$ cat config.mk
export PLATFORM = sky130hd
export DESIGN_NAME = line_segment_window_clipper_core
export DESIGN_NICKNAME = d
export VERILOG_FILES = /design/src/hw/rtl/lswc_pkg.sv /design/src/hw/rtl/lswc_muldiv.sv /design/src/hw/rtl/line_segment_window_clipper_core.sv
export SDC_FILE = /design/constraint.sdc
export NUM_CORES = 2
export LEC_CHECK = 0
export BUFFER_PORTS_ARGS = -buffer_cell sky130_fd_sc_hd__buf_2
export CAP_MARGIN = 20
export CORE_UTILIZATION = 40
export DETAILED_ROUTE_END_ITERATION = 6
export PLACE_DENSITY = 0.58
export SYNTH_ARGS = -nofsm -noshare
export SYNTH_HDL_FRONTEND = slang
export SYNTH_SLANG_ARGS = --single-unit
$ cat constraint.sdc
create_clock -name clk -period 9.85 [get_ports clk]
set_input_delay 1.97 -clock clk [delete_from_list [all_inputs] [get_ports clk]]
set_output_delay 1.97 -clock clk [all_outputs]
set_load 0.02 [all_outputs]
$ cat src/hw/rtl/lswc_pkg.sv
// Shared types, constants and helpers for the line segment window clipper.
// Used by the clipper core, its multiply/divide unit and the port checker.
// Depends on nothing else.
package lswc_pkg;

    // Coordinate width and derived operand widths.
    localparam int COORD_BITS         = 24;
    localparam int OP_BITS            = COORD_BITS + 1;
    localparam int PROD_BITS          = 2 * OP_BITS;
    localparam int MAX_PASSES_DEFAULT = 8;
    localparam int CFG_INDEX_BITS     = 4;

    typedef logic signed [COORD_BITS-1:0] coord_t;
    typedef logic signed [OP_BITS-1:0]    op_t;
    typedef logic        [OP_BITS-1:0]    mag_t;
    typedef logic        [3:0]            outcode_t;

    // Bit positions of the outside flags.
    localparam int FLAG_LEFT   = 0;
    localparam int FLAG_RIGHT  = 1;
    localparam int FLAG_BOTTOM = 2;
    localparam int FLAG_TOP    = 3;

    // Configuration register indexes.
    localparam logic [CFG_INDEX_BITS-1:0] REG_WINDOW_LEFT   = CFG_INDEX_BITS'(0);
    localparam logic [CFG_INDEX_BITS-1:0] REG_WINDOW_TOP    = CFG_INDEX_BITS'(1);
    localparam logic [CFG_INDEX_BITS-1:0] REG_WINDOW_RIGHT  = CFG_INDEX_BITS'(2);
    localparam logic [CFG_INDEX_BITS-1:0] REG_WINDOW_BOTTOM = CFG_INDEX_BITS'(3);

    localparam coord_t WINDOW_MIN_RESET = '0;
    localparam coord_t WINDOW_MAX_RESET = COORD_BITS'(32'd8388607);

    typedef struct packed {
        coord_t start_x;
        coord_t start_y;
        coord_t end_x;
        coord_t end_y;
    } seg_t;

    typedef struct packed {
        coord_t clipped_start_x;
        coord_t clipped_start_y;
        coord_t clipped_end_x;
        coord_t clipped_end_y;
        logic   is_visible;
        logic   pass_limit_hit;
    } clip_t;

    typedef enum logic [1:0] {
        ST_IDLE,
        ST_TEST,
        ST_MOVE,
        ST_WAIT
    } clip_state_t;

    typedef enum logic [1:0] {
        MD_IDLE,
        MD_MUL,
        MD_DIV
    } md_state_t;

    // Request to the multiply/divide unit: |num_a * num_b| / |den|.
    typedef struct packed {
        logic start;
        op_t  num_a;
        op_t  num_b;
        op_t  den;
    } md_req_t;

    typedef struct packed {
        logic done;
        mag_t quot;
        logic rem_nz;
    } md_rsp_t;

    function automatic op_t widen(coord_t v);
        return {v[COORD_BITS-1], v};
    endfunction

    function automatic outcode_t outcode(coord_t x, coord_t y, coord_t left, coord_t top,
                                         coord_t right, coord_t bottom);
        outcode_t code;
        code              = '0;
        code[FLAG_LEFT]   = (x < left);
        code[FLAG_RIGHT]  = (x > right);
        code[FLAG_BOTTOM] = (y > bottom);
        code[FLAG_TOP]    = (y < top);
        return code;
    endfunction

endpackage

$ cat src/hw/rtl/lswc_muldiv.sv
// Shared multiply and restoring divide unit of the clipper.
// Forms |a*b| in its MUL state, then divides by |den| one quotient bit per cycle.
// Depends on lswc_pkg.
module lswc_muldiv (
    input  logic              clk,
    input  logic              rst_n,
    input  lswc_pkg::md_req_t req,
    output lswc_pkg::md_rsp_t rsp
);

    localparam int OPW       = lswc_pkg::OP_BITS;
    localparam int PW        = lswc_pkg::PROD_BITS;
    localparam int CNT_BITS  = $clog2(PW);
    localparam logic [CNT_BITS-1:0] LAST_STEP = CNT_BITS'(PW - 1);

    lswc_pkg::md_state_t state_reg, state_next;
    logic [CNT_BITS-1:0] cnt_reg, cnt_next;
    logic                done_reg, done_next;
    lswc_pkg::mag_t      ua_reg, ua_next, ub_reg, ub_next, ud_reg, ud_next;
    logic [PW-1:0]       pq_reg, pq_next;
    logic [OPW-1:0]      rem_reg, rem_next;

    logic [OPW:0]        rem_shift;
    logic [OPW:0]        rem_sub;
    logic                rem_ge;
    logic [PW-1:0]       product;

    function automatic lswc_pkg::mag_t mag_of(lswc_pkg::op_t v);
        return v[OPW-1] ? lswc_pkg::mag_t'(-v) : lswc_pkg::mag_t'(v);
    endfunction

    assign product   = ua_reg * ub_reg;
    assign rem_shift = {rem_reg, pq_reg[PW-1]};
    assign rem_ge    = (rem_shift >= {1'b0, ud_reg});
    assign rem_sub   = rem_shift - {1'b0, ud_reg};

    always_comb
    begin
        state_next = state_reg;
        cnt_next   = cnt_reg;
        done_next  = 1'b0;
        ua_next    = ua_reg;
        ub_next    = ub_reg;
        ud_next    = ud_reg;
        pq_next    = pq_reg;
        rem_next   = rem_reg;
        case (state_reg)
            lswc_pkg::MD_IDLE:
            begin
                if (req.start)
                begin
                    ua_next    = mag_of(req.num_a);
                    ub_next    = mag_of(req.num_b);
                    ud_next    = mag_of(req.den);
                    state_next = lswc_pkg::MD_MUL;
                end
            end
            lswc_pkg::MD_MUL:
            begin
                pq_next    = product;
                rem_next   = '0;
                cnt_next   = '0;
                state_next = lswc_pkg::MD_DIV;
            end
            lswc_pkg::MD_DIV:
            begin
                // The product shifts out at the top while quotient bits enter below.
                pq_next  = {pq_reg[PW-2:0], rem_ge};
                rem_next = rem_ge ? rem_sub[OPW-1:0] : rem_shift[OPW-1:0];
                cnt_next = cnt_reg + CNT_BITS'(1);
                if (cnt_reg == LAST_STEP)
                begin
                    done_next  = 1'b1;
                    state_next = lswc_pkg::MD_IDLE;
                end
            end
            default:
            begin
                state_next = lswc_pkg::MD_IDLE;
            end
        endcase
    end

    always_ff @(posedge clk or negedge rst_n)
    begin
        if (!rst_n)
        begin
            state_reg <= lswc_pkg::MD_IDLE;
            cnt_reg   <= '0;
            done_reg  <= 1'b0;
        end
        else
        begin
            state_reg <= state_next;
            cnt_reg   <= cnt_next;
            done_reg  <= done_next;
        end
    end

    always_ff @(posedge clk)
    begin
        ua_reg  <= ua_next;
        ub_reg  <= ub_next;
        ud_reg  <= ud_next;
        pq_reg  <= pq_next;
        rem_reg <= rem_next;
    end

    // The quotient never exceeds the magnitude of one operand, so OP_BITS hold it.
    always_comb
    begin
        rsp.done   = done_reg;
        rsp.quot   = pq_reg[OPW-1:0];
        rsp.rem_nz = |rem_reg;
    end

endmodule

$ cat src/hw/rtl/line_segment_window_clipper_core.sv
// Line segment window clipper core; uses lswc_pkg and lswc_muldiv.
// Each pass tests the segment and moves one endpoint; a dividing pass waits on the
// multiply/divide unit, a vertical pass does not; at most MAX_PASSES passes are made.
// Throughput: one segment at a time; the bit-serial divider sets the dividing pass time, and
// the next segment is taken the cycle after the result is loaded into the output register.
// Reset (rst_n, asynchronous, active low) clears control and loads the default window.
module line_segment_window_clipper_core #(
    parameter int MAX_PASSES = lswc_pkg::MAX_PASSES_DEFAULT
) (
    input  logic                                  clk,
    input  logic                                  rst_n,
    input  logic                                  seg_valid,
    output logic                                  seg_stall,
    input  lswc_pkg::seg_t                        seg,
    output logic                                  clip_valid,
    input  logic                                  clip_stall,
    output lswc_pkg::clip_t                       clip,
    input  logic                                  cfg_valid,
    output logic                                  cfg_ready,
    input  logic [lswc_pkg::CFG_INDEX_BITS-1:0]   cfg_index,
    input  lswc_pkg::coord_t                      cfg_data
);

    localparam int CW        = lswc_pkg::COORD_BITS;
    localparam int OPW       = lswc_pkg::OP_BITS;
    localparam int T_BITS    = CW + 3;
    localparam int PASS_BITS = $clog2(MAX_PASSES + 1);
    localparam logic [PASS_BITS-1:0] PASS_LIMIT = PASS_BITS'(MAX_PASSES);
    localparam logic signed [T_BITS-1:0] T_ONE = T_BITS'(1);

    lswc_pkg::clip_state_t state_reg, state_next;
    logic [PASS_BITS-1:0]  pass_reg, pass_next;
    logic                  clip_valid_reg, clip_valid_next;
    lswc_pkg::clip_t       clip_reg, clip_next;
    lswc_pkg::coord_t      left_reg, left_next, top_reg, top_next;
    lswc_pkg::coord_t      right_reg, right_next, bottom_reg, bottom_next;
    lswc_pkg::coord_t      x1_reg, x1_next, y1_reg, y1_next;
    lswc_pkg::coord_t      x2_reg, x2_next, y2_reg, y2_next;
    lswc_pkg::outcode_t    code_reg, code_next;
    logic                  neg_reg, neg_next;

    lswc_pkg::outcode_t    f1, f2;
    logic                  seg_in, seg_out, at_limit;
    logic                  vertical, use_x, den_zero, neg;
    lswc_pkg::coord_t      edge_val, vert_y, base;
    lswc_pkg::op_t         dx, dy, num_a, num_b, den;
    logic signed [T_BITS-1:0] base_w, quot_w, t_sum, t_fin;
    lswc_pkg::md_req_t     md_req;
    lswc_pkg::md_rsp_t     md_rsp;

    lswc_muldiv u_muldiv (
        .clk   (clk),
        .rst_n (rst_n),
        .req   (md_req),
        .rsp   (md_rsp)
    );

    assign cfg_ready  = 1'b1;
    assign seg_stall  = (state_reg != lswc_pkg::ST_IDLE);
    assign clip_valid = clip_valid_reg;
    assign clip       = clip_reg;

    // Pass test on the current endpoints.
    assign f1       = lswc_pkg::outcode(x1_reg, y1_reg, left_reg, top_reg, right_reg, bottom_reg);
    assign f2       = lswc_pkg::outcode(x2_reg, y2_reg, left_reg, top_reg, right_reg, bottom_reg);
    assign seg_in   = (f1 == '0) && (f2 == '0);
    assign seg_out  = |(f1 & f2);
    assign at_limit = (pass_reg >= PASS_LIMIT);

    // Move setup, from the first endpoint's flags held in code_reg.
    assign vertical = (x1_reg == x2_reg);
    assign use_x    = code_reg[lswc_pkg::FLAG_LEFT] | code_reg[lswc_pkg::FLAG_RIGHT];
    assign dx       = lswc_pkg::widen(x2_reg) - lswc_pkg::widen(x1_reg);
    assign dy       = lswc_pkg::widen(y2_reg) - lswc_pkg::widen(y1_reg);

    always_comb
    begin
        if (code_reg[lswc_pkg::FLAG_LEFT])
        begin
            edge_val = left_reg;
        end
        else if (code_reg[lswc_pkg::FLAG_RIGHT])
        begin
            edge_val = right_reg;
        end
        else if (code_reg[lswc_pkg::FLAG_BOTTOM])
        begin
            edge_val = bottom_reg;
        end
        else
        begin
            edge_val = top_reg;
        end
    end

    // A vertical segment only snaps its y, and only for a top or bottom flag.
    always_comb
    begin
        if (code_reg[lswc_pkg::FLAG_TOP])
        begin
            vert_y = top_reg;
        end
        else if (code_reg[lswc_pkg::FLAG_BOTTOM])
        begin
            vert_y = bottom_reg;
        end
        else
        begin
            vert_y = y1_reg;
        end
    end

    assign base     = use_x ? y1_reg : x1_reg;
    assign num_a    = lswc_pkg::widen(edge_val) - lswc_pkg::widen(use_x ? x1_reg : y1_reg);
    assign num_b    = use_x ? dy : dx;
    assign den      = use_x ? dx : dy;
    assign den_zero = (den == '0);
    assign neg      = num_a[OPW-1] ^ num_b[OPW-1] ^ den[OPW-1];

    // Signed result with truncation toward zero of the whole rational value.
    assign base_w = {{3{base[CW-1]}}, base};
    assign quot_w = {2'b00, md_rsp.quot};
    assign t_sum  = neg_reg ? (base_w - quot_w) : (base_w + quot_w);

    always_comb
    begin
        t_fin = t_sum;
        if (md_rsp.rem_nz)
        begin
            if ((t_sum > 0) && neg_reg)
            begin
                t_fin = t_sum - T_ONE;
            end
            else if ((t_sum < 0) && !neg_reg)
            begin
                t_fin = t_sum + T_ONE;
            end
        end
    end

    always_comb
    begin
        left_next   = left_reg;
        top_next    = top_reg;
        right_next  = right_reg;
        bottom_next = bottom_reg;
        if (cfg_valid && cfg_ready)
        begin
            case (cfg_index)
                lswc_pkg::REG_WINDOW_LEFT:   left_next   = cfg_data;
                lswc_pkg::REG_WINDOW_TOP:    top_next    = cfg_data;
                lswc_pkg::REG_WINDOW_RIGHT:  right_next  = cfg_data;
                lswc_pkg::REG_WINDOW_BOTTOM: bottom_next = cfg_data;
                default:
                begin
                end
            endcase
        end
    end

    always_comb
    begin
        state_next      = state_reg;
        pass_next       = pass_reg;
        clip_valid_next = clip_valid_reg;
        clip_next       = clip_reg;
        x1_next         = x1_reg;
        y1_next         = y1_reg;
        x2_next         = x2_reg;
        y2_next         = y2_reg;
        code_next       = code_reg;
        neg_next        = neg_reg;
        md_req.start    = 1'b0;
        md_req.num_a    = num_a;
        md_req.num_b    = num_b;
        md_req.den      = den;

        if (clip_valid_reg && !clip_stall)
        begin
            clip_valid_next = 1'b0;
        end

        case (state_reg)
            lswc_pkg::ST_IDLE:
            begin
                if (seg_valid)
                begin
                    x1_next    = seg.start_x;
                    y1_next    = seg.start_y;
                    x2_next    = seg.end_x;
                    y2_next    = seg.end_y;
                    pass_next  = '0;
                    state_next = lswc_pkg::ST_TEST;
                end
            end
            lswc_pkg::ST_TEST:
            begin
                if (seg_in || seg_out || at_limit)
                begin
                    // The result waits here until the output register is free.
                    if (!clip_valid_reg || !clip_stall)
                    begin
                        clip_next.clipped_start_x = x1_reg;
                        clip_next.clipped_start_y = y1_reg;
                        clip_next.clipped_end_x   = x2_reg;
                        clip_next.clipped_end_y   = y2_reg;
                        clip_next.is_visible      = seg_in || !seg_out;
                        clip_next.pass_limit_hit  = !seg_in && !seg_out;
                        clip_valid_next           = 1'b1;
                        state_next                = lswc_pkg::ST_IDLE;
                    end
                end
                else
                begin
                    // The endpoint to move always comes first.
                    if (f1 == '0)
                    begin
                        x1_next   = x2_reg;
                        y1_next   = y2_reg;
                        x2_next   = x1_reg;
                        y2_next   = y1_reg;
                        code_next = f2;
                    end
                    else
                    begin
                        code_next = f1;
                    end
                    state_next = lswc_pkg::ST_MOVE;
                end
            end
            lswc_pkg::ST_MOVE:
            begin
                if (vertical)
                begin
                    y1_next    = vert_y;
                    pass_next  = pass_reg + PASS_BITS'(1);
                    state_next = lswc_pkg::ST_TEST;
                end
                else if (den_zero)
                begin
                    if (use_x)
                    begin
                        x1_next = edge_val;
                    end
                    else
                    begin
                        y1_next = edge_val;
                    end
                    pass_next  = pass_reg + PASS_BITS'(1);
                    state_next = lswc_pkg::ST_TEST;
                end
                else
                begin
                    md_req.start = 1'b1;
                    neg_next     = neg;
                    state_next   = lswc_pkg::ST_WAIT;
                end
            end
            lswc_pkg::ST_WAIT:
            begin
                if (md_rsp.done)
                begin
                    if (use_x)
                    begin
                        x1_next = edge_val;
                        y1_next = t_fin[CW-1:0];
                    end
                    else
                    begin
                        x1_next = t_fin[CW-1:0];
                        y1_next = edge_val;
                    end
                    pass_next  = pass_reg + PASS_BITS'(1);
                    state_next = lswc_pkg::ST_TEST;
                end
            end
            default:
            begin
                state_next = lswc_pkg::ST_IDLE;
            end
        endcase
    end

    always_ff @(posedge clk or negedge rst_n)
    begin
        if (!rst_n)
        begin
            state_reg      <= lswc_pkg::ST_IDLE;
            pass_reg       <= '0;
            clip_valid_reg <= 1'b0;
            left_reg       <= lswc_pkg::WINDOW_MIN_RESET;
            top_reg        <= lswc_pkg::WINDOW_MIN_RESET;
            right_reg      <= lswc_pkg::WINDOW_MAX_RESET;
            bottom_reg     <= lswc_pkg::WINDOW_MAX_RESET;
        end
        else
        begin
            state_reg      <= state_next;
            pass_reg       <= pass_next;
            clip_valid_reg <= clip_valid_next;
            left_reg       <= left_next;
            top_reg        <= top_next;
            right_reg      <= right_next;
            bottom_reg     <= bottom_next;
        end
    end

    always_ff @(posedge clk)
    begin
        clip_reg <= clip_next;
        x1_reg   <= x1_next;
        y1_reg   <= y1_next;
        x2_reg   <= x2_next;
        y2_reg   <= y2_next;
        code_reg <= code_next;
        neg_reg  <= neg_next;
    end

endmodule

== Yosys cells after proc, flatten, opt, wreduce, memory -nomap -nowiden ==
Index checks and enable logic that the tools add are counted.

* Flip-flop bits (word level): 461
* Input bits: 129
* Output and inout bits: 101
* Logic and storage cells: 197

* $add $sub $neg: 13
* $mul: 1
* Magnitude comparators: 12
* Equality and inequality tests: 23
* Multiplexer cells: 71
* Bitwise operators: 7
* Reduce and logical (&&, ||, !) cells: 40

{| class="wikitable"
|+ Operators by type and width
! kind !! count
|-
| 24-bit two-way mux || 35
|-
| 24-bit one-hot mux with 4 select lines || 2
|-
| 50-bit one-hot mux with 2 select lines || 1
|-
| 24-bit > comparator || 4
|-
| 24-bit less-than comparator || 4
|-
| 24-bit one-hot mux with 2 select lines || 2
|-
| 25-bit two-way mux || 3
|-
| 25-bit negation || 3
|-
| 24-bit by 24-bit subtractor with 25-bit output || 3
|-
| 25-bit by 25-bit multiplier with 50-bit output || 1
|-
| 25-bit one-hot mux with 2 select lines || 1
|-
| 24-bit by 26-bit adder with 27-bit output || 1
|-
| 27-bit by 1-bit > comparator with 1-bit output (second input constant) || 1
|-
| 27-bit by 1-bit less-than comparator with 1-bit output (second input constant) || 1
|-
| 27-bit two-way mux || 1
|-
| 24-bit by 26-bit subtractor with 27-bit output || 1
|-
| 26-bit by 25-bit greater-or-equal comparator with 1-bit output || 1
|-
| 25-bit zero test || 1
|-
| 25-bit OR reduction || 1
|-
| 25-bit subtractor || 1
|-
| 24-bit by 2-bit adder with 24-bit output (second input constant) || 1
|-
| 24-bit == test || 1
|-
| 24-bit by 2-bit subtractor with 24-bit output (second input constant) || 1
|-
| 4-bit two-way mux || 5
|-
| 34 further kinds || 91
|}

== Logic depth before layout (Yosys ltp) ==
* Word-level depth: 12
* Depth in mapped cells: 30
* Gate-level depth less buffers: 28

== Hierarchy ==
Synthesis repeated with hierarchy kept, for this count alone.

* Cell total of the unflattened synthesis: 6331
* Area total of the unflattened synthesis: 57321.2 um^2

{| class="wikitable"
|+ Modules (own cells, without submodules)
! module !! times used !! cells each !! area each (um^2) !! seq. area each (um^2)
|-
| lswc_muldiv || 1 || 3270 || 30012.5 || 4729.5
|-
| line_segment_window_clipper_core || 1 || 3061 || 27308.7 || 8610.8
|}

== Least setup slack after synthesis ==
No wires, ideal clock.

* Path kind: reg2reg
* From: register right_reg[6]
* To: register clip_reg (netlist bit clip[0]) (enable)
* Setup time: 0.587 ns
* Arrival time: 7.713 ns
* Setup slack: 1.550 ns
* Cell stages (with the launch flop): 13
* Path buffers: 0
* Period minus slack after synthesis: 8.300 ns
* Cells stage by stage: dfstp_2 > inv_1 > ha_1 > a21o_1 > a221oi_1 > a21oi_1 > o211ai_1 > a311o_1 > a31oi_1 > or4_1 > o311ai_0 > nand2_1 > a21oi_1

* Longest elaborated chain between the ends: 6
* Elaborated cells on any way between the ends: 10
* Those cells by class: order compare: 2; bitwise: 1; reduce/logical: 7

{| class="wikitable"
|+ RTL lines
! item !! line !! RTL
|-
| start: declaration || line_segment_window_clipper_core.sv:36 || <nowiki>lswc_pkg::coord_t right_reg, right_next, bottom_reg, bottom_next;</nowiki>
|-
| start signal: assignment || line_segment_window_clipper_core.sv:293 || <nowiki>right_reg <= lswc_pkg::WINDOW_MAX_RESET;</nowiki>
|-
| start signal: assignment || line_segment_window_clipper_core.sv:303 || <nowiki>right_reg <= right_next;</nowiki>
|-
| 24-bit > comparator || lswc_pkg.sv:85 || <nowiki>code[FLAG_RIGHT] = (x > right);</nowiki>
|-
| 4-bit bitwise AND / 4-bit zero test (equally long branches) || line_segment_window_clipper_core.sv:67, line_segment_window_clipper_core.sv:66 ||
|-
| 4-bit OR reduction / 1-bit logical AND (equally long branches) || line_segment_window_clipper_core.sv:67, line_segment_window_clipper_core.sv:66 ||
|-
| 1-bit logical OR (*) (2 in series) || line_segment_window_clipper_core.sv:198 || <nowiki>if (seg_in || seg_out || at_limit)</nowiki>
|-
| 3-bit AND reduction (no source line) (*) || -- ||
|-
| end signal: assignment || line_segment_window_clipper_core.sv:310 || <nowiki>clip_reg <= clip_next;</nowiki>
|-
| end: declaration || line_segment_window_clipper_core.sv:34 || <nowiki>lswc_pkg::clip_t clip_reg, clip_next;</nowiki>
|}

Mark *: on every way between the ends. The rest lies on a longest branch, timed or not.
A chain may end at the register's enable or synchronous reset.

== Final worst setup path ==
* From: register u_muldiv.ub_reg[8]
* To: register u_muldiv.pq_reg[48] (data pin)

* Longest elaborated chain between the ends: 2

{| class="wikitable"
|+ RTL lines
! item !! line !! RTL
|-
| start: declaration || lswc_muldiv.sv:19 || <nowiki>lswc_pkg::mag_t ua_reg, ua_next, ub_reg, ub_next, ud_reg, ud_next;</nowiki>
|-
| start signal: assignment || lswc_muldiv.sv:103 || <nowiki>ub_reg <= ub_next;</nowiki>
|-
| 25-bit by 25-bit multiplier with 50-bit output || lswc_muldiv.sv:32 || <nowiki>assign product = ua_reg * ub_reg;</nowiki>
|-
| 50-bit one-hot mux with 2 select lines || lswc_muldiv.sv:47 || <nowiki>case (state_reg)</nowiki>
|-
| net u_muldiv.pq_next[48] || lswc_muldiv.sv:20 || <nowiki>logic [PW-1:0] pq_reg, pq_next;</nowiki>
|-
| end signal: assignment || lswc_muldiv.sv:105 || <nowiki>pq_reg <= pq_next;</nowiki>
|-
| end: declaration || lswc_muldiv.sv:20 ||
|}

The timed path passes the listed nets, and every way through them passes these cells.

==> results.toml <==
[outcome]
run_status = "complete, no violations"

[yosys]
ys_seq_elements = 461
syn_avg_cell_area_um2 = 9.13
syn_nets = 7288
yosysWarnings = 0
synth-main-ff-cell = "sky130_fd_sc_hd__edfxtp_1"
postSynthCellCount = 6113
synth-seq-area-share_pct = 23.9
netlist-cell-type-count = 108
post_synth_instance_area_mm2 = 0.0558
synth-edff-count = 349
async_flop_share_pct = 24.3

[placed_design]
gp_congestion = 1.02
port_buffers = 228
hpwl_mm = 158

[power_and_ir_drop]
ir_worst_vdd_v = 0.000123
power.clock.fraction_pct = 38.9
power.leakage_nw = 26.9
internal_power_w = 0.00382
p_per_area_mw_per_mm2 = 91.4
combinationalPowerShare_pct = 19.5
p_switching_w = 0.00175
switching_fraction_pct = 31.4
pwr-share-seq_pct = 41.6

[setup_path]
slowest_delay_ns = 0.87
cp_data_arrival_time_ns = 9.10
timing.critical_path.from_type = "flip-flop"
worst_path_most_repeated_cell = "sky130_fd_sc_hd__fa_1"
end_kind = "flip-flop"
wp_buf_inv = 7
cp_max_fo = 25
critPathKind = "flip-flop to flip-flop"
critical-path-top-delay-family = "adder cells"
timing.critical_path.slowest_stage_cell = "sky130_fd_sc_hd__edfxtp_1"
required_ns = 10.28

[sta]
rsz_0062_raised_after_global_routing = "no"
whs_ns = 0.512
setup_total_negative_slack_ns = 0
timing.final.crit_period_ns = 8.67
tightestPinTransition_ns = 1.17
fin_skew_ns = 0.0767
setup-violations-final = 0
fin_crit_sh_pct = 88.0
final_count_of_pins_violating_max_slew = 0
fmaxAchievable_ghz = 0.115
maxSlewHeadroom_pct = 21.7
timing.final.hold_violations = 0

[drt]
dr.first_iter.drc_count = 4429
via_count = 46600
route.detailed.vias_per_inst = 5.73
drt_pre_antenna_iters = 6
detail-route-antenna-nets = 0
post_drt_wl_per_cell_um = 24.6
route.detailed.drc = 0
routed_wirelength_mm = 200

[grt]
grt_overflow = 0
grt.total_usage_pct = 28.4
grt_pass1_wl_mm = 299
pin_count_of_the_biggest_net_entering_global_routing = 73
antenna_found_initial = 11
number_of_global_route_vias_before_repair = 45700

[die]
fp.dieW_um = 375
die_height_um = 375
io_pins = 230
count_of_standard_cell_rows = 136
design.core.area_mm2 = 0.138
die_area_mm2 = 0.141
start_util_pct = 40.4

[final_layout]
regArea_mm2 = 0.0133
drive_gt1_share_pct = 10.1
area.growth.synth_to_final_pct = 9.26
nNetsFinal = 7398
max_ffs_per_register = 98
footprint_of_the_multi_input_gates_mm2 = 0.0383
fillers = 13500

[clock_tree]
cts_num_sinks = 461
path_clk_slew_ns = 0.07
cts-resized-gates = 0
cts_post_setup_buffers_inserted = 0
clock_tree_from_tritoncts = "done"
cts_hold_buf = 0
cts_made_buffers = 57
clk_latency_ns = 0.72
cts.root.buffer_cell = "sky130_fd_sc_hd__clkbuf_16"
htreeDepth = 2
max-clock-path-buffers = 3

[min_path]
hp-class = "flip-flop to flip-flop"

[job]
timing.max_cap.violations = 0
## Yosys cell counts, types with 85 or more instances
cell	n	area share, %
sky130_fd_sc_hd__nand3_1	91	0.82
sky130_fd_sc_hd__ha_1	515	12
sky130_fd_sc_hd__mux2i_1	94	1.7
sky130_fd_sc_hd__and2_1	334	3.7
sky130_fd_sc_hd__mux2_2	106	2.1
sky130_fd_sc_hd__a21o_1	115	1.5
sky130_fd_sc_hd__nand2_1	701	4.7
sky130_fd_sc_hd__clkbuf_1	223	1.5
sky130_fd_sc_hd__a21oi_1	291	2.6
sky130_fd_sc_hd__edfxtp_1	349	19
sky130_fd_sc_hd__xnor2_1	165	2.6
sky130_fd_sc_hd__nor2_1	280	1.9
sky130_fd_sc_hd__fa_1	531	19
sky130_fd_sc_hd__o21ai_0	323	2.9
sky130_fd_sc_hd__nor3_1	85	0.76
sky130_fd_sc_hd__inv_1	861	5.8
## worst min-delay path: stages (launching register included)
cell,delay (ns)
sky130_fd_sc_hd__edfxtp_1,0.32
sky130_fd_sc_hd__nand2_1,0.05
sky130_fd_sc_hd__o21ai_0,0.06
## metal layers
metal	global-route usage (%)	wire length (um)	vias to the layer above
met2	43.1	86500	2066
met1	39.3	86100	23100
met4	12.6	10400	6
li1	-	-	21000
met3	5.24	17400	438
met5	0	38	-
## cell usage in the layout (no fill, tap or decap), types with 165 or more instances in the layout
cell type / netlist / routed
sky130_fd_sc_hd__and2_1: 334 / 333
sky130_fd_sc_hd__a21oi_1: 291 / 289
sky130_fd_sc_hd__xnor2_1: 165 / 165
sky130_fd_sc_hd__nand2_1: 701 / 700
sky130_fd_sc_hd__nor2_1: 280 / 280
sky130_fd_sc_hd__edfxtp_1: 349 / 349
sky130_fd_sc_hd__buf_2: 17 / 227
sky130_fd_sc_hd__inv_1: 861 / 861
sky130_fd_sc_hd__o21ai_0: 323 / 323
sky130_fd_sc_hd__fa_1: 531 / 531
sky130_fd_sc_hd__ha_1: 515 / 510
## power groups by stage
stage / clock network, W / logic, W / registers [W]
2_1_floorplan: 0 / 0.000691 / 0.00231
3_3_place_gp: 0 / 0.00103 / 0.00235
3_5_place_dp: 0 / 0.00105 / 0.00235
4_1_cts: 0.00220 / 0.00105 / 0.00231
5_1_grt: 0.00226 / 0.00118 / 0.00232
6_report: 0.00217 / 0.00109 / 0.00232
## through the flow
stage | power, W | util, % | cells | cell area [um2] | setup WS (ns)
2_1_floorplan | 0.00300 | - | 6113 | 55800 | 1.55
3_3_place_gp | 0.00338 | 42.8 | 8025 | 59000 | 1.21
3_5_place_dp | 0.00340 | 42.8 | 8025 | 59000 | 1.24
4_1_cts | 0.00556 | 44.1 | 8131 | 60900 | 1.21
5_1_grt | 0.00577 | 44.2 | 8133 | 60900 | 0.781
6_report | 0.00557 | 44.2 | 8139 | 61000 | 1.18
## path summary, 6_finish.rpt
path                                      from                  end  slack (ns)  cells past startpoint
max in group asynchronous                rst_n         left_reg[18]        7.09                      2
hold reg to reg            u_muldiv.pq_reg[35]  u_muldiv.pq_reg[36]        0.51                      2
setup / recovery            u_muldiv.ub_reg[8]  u_muldiv.pq_reg[48]        1.18                     28
setup reg to reg            u_muldiv.ub_reg[8]  u_muldiv.pq_reg[48]        1.18                     28
min in group asynchronous                rst_n        right_reg[23]        1.31                      1
hold / removal             u_muldiv.pq_reg[35]  u_muldiv.pq_reg[36]        0.51                      2
## final cells by class
class                           count  share of cell area (%)
Sequential cell                   461                    21.9
Antenna cell                        6                  0.0246
Timing Repair Buffer              318                    3.05
Tap cell                         1863                    3.82
Multi-Input combinational cell   4522                    62.8
Clock inverter                     38                   0.657
Clock buffer                       68                    2.42
Inverter                          863                    5.31
## cell families (layout without fill, tap and decap cells)
family | Yosys count | in the layout | share of synthesized area [%]
muxes | 203 | 203 | 3.89
buffers and inverters | 1130 | 1287 | 7.65
AOI/OAI and AO/OA | 1240 | 1240 | 14.5
xor gates and xnor gates | 240 | 240 | 3.77
other | 1 | 7 | 0.00672
adders and majority gates | 1046 | 1046 | 30.6
and+or+nand+nor | 1792 | 1792 | 15.6
DFF | 461 | 461 | 23.9
No activity file was read; power rests on OpenSTA's default activity.
